==> src/hw/rtl/pip_pkg.sv <==
// Shared types and constants for the polygon classifier.
package pip_pkg;
  localparam int MAX_VERTICES_DEF = 64;
  localparam int COORD_BITS_DEF = 14;
  localparam int RAY_END_X_DEF = 10000;
  localparam int MIN_POLY_VERTICES = 3;
  localparam int COUNT_BITS = 7;
  localparam int INDEX_BITS = 6;
  localparam int CLASS_BITS = 2;

  localparam logic [1:0] CLASS_INVALID = 2'd0;
  localparam logic [1:0] CLASS_BOUNDARY = 2'd1;
  localparam logic [1:0] CLASS_INSIDE = 2'd2;
  localparam logic [1:0] CLASS_OUTSIDE = 2'd3;

  localparam logic KIND_WRITE = 1'b0;
  localparam logic KIND_QUERY = 1'b1;

  // controller -> datapath
  typedef struct packed {
    logic start;   // latch query point, clear counters
    logic step;    // evaluate one edge from the registered vertex pair
  } pip_cmd_t;

  // datapath -> controller
  typedef struct packed {
    logic on_edge;
  } pip_stat_t;
endpackage

==> src/hw/rtl/pip_ctrl.sv <==
// Controller: sequences vertex reads and edge steps for one query.
module pip_ctrl import pip_pkg::*; #(
  parameter int MAX_VERTICES = MAX_VERTICES_DEF
) (
  input  logic                            clk,
  input  logic                            rst,
  input  logic                            in_valid,
  output logic                            in_ready,
  input  logic                            kind,
  input  logic [COUNT_BITS-1:0]           vertex_count,
  output logic                            out_valid,
  input  logic                            out_ready,
  output logic [1:0]                      position_class,
  output logic [$clog2(MAX_VERTICES)-1:0] raddr,
  output logic                            hold_a,
  output logic                            lat_b,
  output pip_cmd_t                        cmd,
  input  pip_stat_t                       stat,
  input  logic                            odd_pos
);
  localparam int AW = $clog2(MAX_VERTICES);
  localparam int NW = AW + 1;
  localparam logic [2:0] S_IDLE = 3'd0, S_RD0 = 3'd1, S_RD1 = 3'd2,
                         S_EDGE = 3'd3, S_LAST = 3'd4, S_DONE = 3'd5;

  logic [2:0] state, state_next;
  logic [NW-1:0] n, n_next, i, i_next;
  logic [1:0] res, res_next;
  logic full;

  always_comb begin
    // clamp count to the store
    if (32'(vertex_count) > MAX_VERTICES) n_next = NW'(MAX_VERTICES);
    else n_next = NW'(vertex_count);
  end

  assign full = out_valid && !out_ready;
  assign in_ready = (state == S_IDLE) && !full;
  assign out_valid = (state == S_DONE);
  // count is final and held while DONE, so the odd-crossing test resolves here
  assign position_class = (res == CLASS_OUTSIDE && odd_pos) ? CLASS_INSIDE : res;

  always_comb begin
    state_next = state;
    i_next = i;
    res_next = res;
    cmd = '0;
    hold_a = 1'b0;
    lat_b = 1'b0;
    raddr = '0;
    case (state)
      S_IDLE: if (in_valid && in_ready && kind == KIND_QUERY) begin
        cmd.start = 1'b1;
        if (32'(n_next) < MIN_POLY_VERTICES) begin
          res_next = CLASS_INVALID;
          state_next = S_DONE;
        end else begin
          state_next = S_RD0;
        end
        i_next = '0;
      end
      // read slot 0: held as first vertex and pair start
      S_RD0: begin
        raddr = '0;
        state_next = S_RD1;
        i_next = NW'(1);
      end
      S_RD1: begin
        hold_a = 1'b1;
        raddr = i[AW-1:0];
        state_next = S_EDGE;
      end
      S_EDGE: begin
        // vb holds vertex i; va holds vertex i-1
        cmd.step = 1'b1;
        lat_b = 1'b1;
        if (stat.on_edge) begin
          res_next = CLASS_BOUNDARY;
          state_next = S_DONE;
        end else if (i + 1'b1 == n) begin
          state_next = S_LAST;
        end else begin
          i_next = i + 1'b1;
          raddr = i_next[AW-1:0];
        end
      end
      S_LAST: begin
        // closing edge: last vertex back to first
        cmd.step = 1'b1;
        if (stat.on_edge) res_next = CLASS_BOUNDARY;
        else res_next = CLASS_OUTSIDE;
        state_next = S_DONE;
      end
      S_DONE: if (out_ready) begin
        state_next = S_IDLE;
      end
      default: state_next = S_IDLE;
    endcase
  end

  always_ff @(posedge clk) begin
    if (rst) begin
      state <= S_IDLE;
      i <= '0;
      n <= '0;
      res <= CLASS_INVALID;
    end else begin
      state <= state_next;
      i <= i_next;
      if (cmd.start) n <= n_next;
      res <= res_next;
    end
  end
endmodule
==> config.mk <==
export PLATFORM = sky130hd
export DESIGN_NAME = pip_ctrl
export DESIGN_NICKNAME = d
export VERILOG_FILES = /design/src/hw/rtl/pip_pkg.sv /design/src/hw/rtl/pip_ctrl.sv
export SDC_FILE = /design/constraint.sdc
export NUM_CORES = 1
export LEC_CHECK = 0
export BUFFER_PORTS_ARGS = -buffer_cell sky130_fd_sc_hd__clkbuf_2
export CAP_MARGIN = 20
export CORE_MARGIN = 3
export CORE_UTILIZATION = 57
export CTS_CLUSTER_DIAMETER = 30
export DETAILED_ROUTE_END_ITERATION = 16
export GPL_ROUTABILITY_DRIVEN = 0
export PLACE_DENSITY = 0.83
export SYNTH_ARGS = -nofsm -noshare
export SYNTH_HDL_FRONTEND = slang
export SYNTH_SLANG_ARGS = --single-unit
==> constraint.sdc <==
create_clock -name clk -period 3 [get_ports clk]
set_input_delay 0.15 -clock clk [delete_from_list [all_inputs] [get_ports clk]]
set_output_delay 0.15 -clock clk [all_outputs]
set_load 0.02 [all_outputs]
==> metrics.md <==
| Metric | Value |
|---|---|
| Fin Clk Skew | `4.22 ps` |
| Critical path depth | `8` |
| Hold-critical path depth | `3` |
| Syn nets | `180` |
| #FFs+latches synth | `19` |
| Worst hold margin | `103 ps` |
| Initial Utilization | `0.631` |
| Delay-heaviest family, CP | `simple AND/OR/NAND/NOR gates` |
| Initial DRC Count | `28` |
| DP Worst Slack | `420 ps` |
| WL/cell | `14.1 µm` |
| Top_reg_cell synth | `dfxtp_1` |
| Largest stage delay, worst path | `430 ps` |
| Fin cells | `213` |
| Rel. slew slack | `0.379` |
| Fraction of layout cells with a size suffix above 1 | `0.231` |
| Mapped Cells | `165` |
| Worst Tran Pin Value | `930 ps` |
| PD cells | `591 nW/µm²` |
| Vias per std cell | `6.01` |
| Netlist Area Pre-Place | `1290 µm²` |
| Placed cell count | `207` |
| Final HPWL DP | `2300 µm` |
| Post-synth cell types | `48` |
| Sequential fraction of the synthesis area | `0.295` |
| Initial antenna violation count | `0` |
| Die W | `53.6 µm` |
| Filler Cell Count | `188` |
| CP arrival | `2690 ps` |
| Worst hold path type | `in -> reg` |
| Clock sinks | `19` |
| Final routed DRC violation total | `0` |
| Critical path class | `reg -> out` |
| Chip height | `53.6 µm` |
| RSZ-0062 raised after global routing | `false` |
| Final setup violation count | `0` |
| Crit-path cells | `ha_1, nand3_1, or2_1, xnor2_4, o311a_4, and2_1, a221o_1, clkbuf_2` |
| CTS tree | `yes` |
| Setup TNS | `0 ps` |
| EDFF count, synth | `0` |
| CP max stage cell | `dfxtp_1` |
| Area Growth Syn to Fin | `10.9%` |
| CP Launch Type | `register` |
| Nets | `202` |
| Max Cap Viol | `0` |
| TritonCTS Buffers | `3` |
| Fmax | `352 MHz` |
| R2R depth | `8` |
| CTS Buffer Depth | `2` |
| Worst vdd ir | `0.466 mV` |
| Maximum number of pins on one net before global-route repair | `19` |
| Final WL | `3000 µm` |
| Final slew viol count | `0` |
| Core area | `2040 µm²` |
| Final Util | `0.700` |
| GRT Overall Usage | `0.235` |
| First-pass GRT wire length | `4880 µm` |
| Worst Setup Slack, final | `156 ps` |
| Row count | `16` |
| Placed inst area | `1380 µm²` |
| Overflow left after global routing | `0` |
| Vias | `1281` |
| Period utilisation layout | `0.948` |
| CP max FO | `14` |
| Final hold violation count | `0` |
| Number of I/O pins | `28` |
| Required @ worst endpoint | `2850 ps` |
| H-tree depth | `1` |
| Ys Warns | `0` |
| Status | `finished, final reports clean` |
| Syn avg cell area | `7.81 µm²` |
| CTS clk-pin slew, worst paths | `110 ps` |
| Setup slack, reg-to-reg | `650 ps` |
| First-pass DRT Iterations | `4` |
| Die ar. | `2870 µm²` |
| Vias in the first global route | `1104` |
| Final Cell Area | `1430 µm²` |
| Ant diodes | `0` |
| Leakage power figure | `0.576 nW` |
| Min Tclk post-route | `2840 ps` |
| CP endpoint kind | `primary output` |
| Post-DRT Antenna Nets | `0` |
| Total Power | `0.845 mW` |
| Master cell of the clock root buffer | `clkbuf_4` |
| # hold bufs at CTS | `0` |
| Asr flop ratio synth | `0` |
| IO buf count | `27` |
| Clk_lat worst skew | `310 ps` |
| Buf+Inv Stages, Crit Path | `1` |
==> final cells by class <==
cell class,count,area [µm²],area share
inverter,5,18.8,0.0131
sequential,19,382,0.267
multi-input combinational,129,815,0.570
tap,27,33.8,0.0236
clock buffer,3,22.5,0.0158
clock inverter,1,7.51,0.00525
timing repair buffer,29,150,0.105
==> power by group <==
| group | total (mW) | switching, mW | internal (mW) |
|---|---|---|---|
| clock | 0.137 | 0.0857 | 0.0508 |
| sequential | 0.349 | 0.0640 | 0.285 |
| combinational | 0.359 | 0.220 | 0.139 |
| total | 0.845 | 0.370 | 0.475 |
==> synth_stat cells (2+ instances only) <==
cell | number | share of area
a21oi_1 | 17 | 0.066
a31oi_1 | 5 | 0.024
buf_4 | 4 | 0.023
buf_6 | 2 | 0.017
clkbuf_1 | 5 | 0.015
dfxtp_1 | 19 | 0.30
inv_1 | 4 | 0.012
nand2_1 | 27 | 0.079
nand3_1 | 9 | 0.035
nand3b_1 | 6 | 0.035
nor2_1 | 11 | 0.032
nor2b_1 | 2 | 0.0097
nor3b_1 | 2 | 0.012
nor4_1 | 2 | 0.0097
nor4_2 | 2 | 0.019
o21ai_0 | 8 | 0.031
o21ai_1 | 3 | 0.012
xnor2_1 | 5 | 0.034
xor2_1 | 3 | 0.020
==> routing by layer <==
metal  share of wire  GRT usage  vias up
met4           0.015     0.0596        0
met3           0.090     0.0831        6
met2            0.48      0.394       50
li1                -          -      633
met1            0.41      0.283      592
met5               0          0        -
==> layout by cell type, fill, tap and decap left out, types with 2 or more instances in the layout <==
cell type,Yosys,routed
nor3b_1,2,2
nor4_1,2,2
clkbuf_4,0,3
nor4_2,2,2
xor2_1,3,3
buf_4,4,2
o21ai_0,8,8
nand3b_1,6,6
nor2b_1,2,2
nor2_1,11,11
nand3_1,9,9
dfxtp_1,19,18
inv_1,4,4
o21ai_1,3,3
a31oi_1,5,5
clkbuf_2,0,27
xnor2_1,5,5
nand2_1,27,27
a21oi_1,17,17
==> flip-flops by register name, summed over array words and instances (netlist names) <==
name and cells:
res 2, i 7, n 7, state 3
==> worst paths after layout <==
check | startpoint | end
worst min register to register | n[4] | n[4]
worst max register to register | i[1] | i[4]
worst min-delay path | vertex_count[0] | n[0]
worst max-delay path | i[1] | raddr[2]
==> worst min-delay path: cells and delay by family <==
kind | cells | cell delay [ps]
buffers and inverters | 1 | 90
AND/OR/NAND/NOR | 1 | 70
AO/OA/AOI/OAI | 1 | 60
==> repair_timing <==
action | CTS | global route
setup endpoints to repair | 0 | 1
gates resized for setup | 0 | 1
buffers inserted | 0 | 2
==> cells by family after synthesis <==
family,after synthesis,share of synthesized area
DFF,19,0.295
and+or+nand+nor,71,0.289
AOI/OAI and AO/OA,46,0.241
xor gates and xnor gates,9,0.0757
adders and majority gates,1,0.00971
buffers and inverters,17,0.0728
muxes,2,0.0165
(Power assumes the default switching activity.)
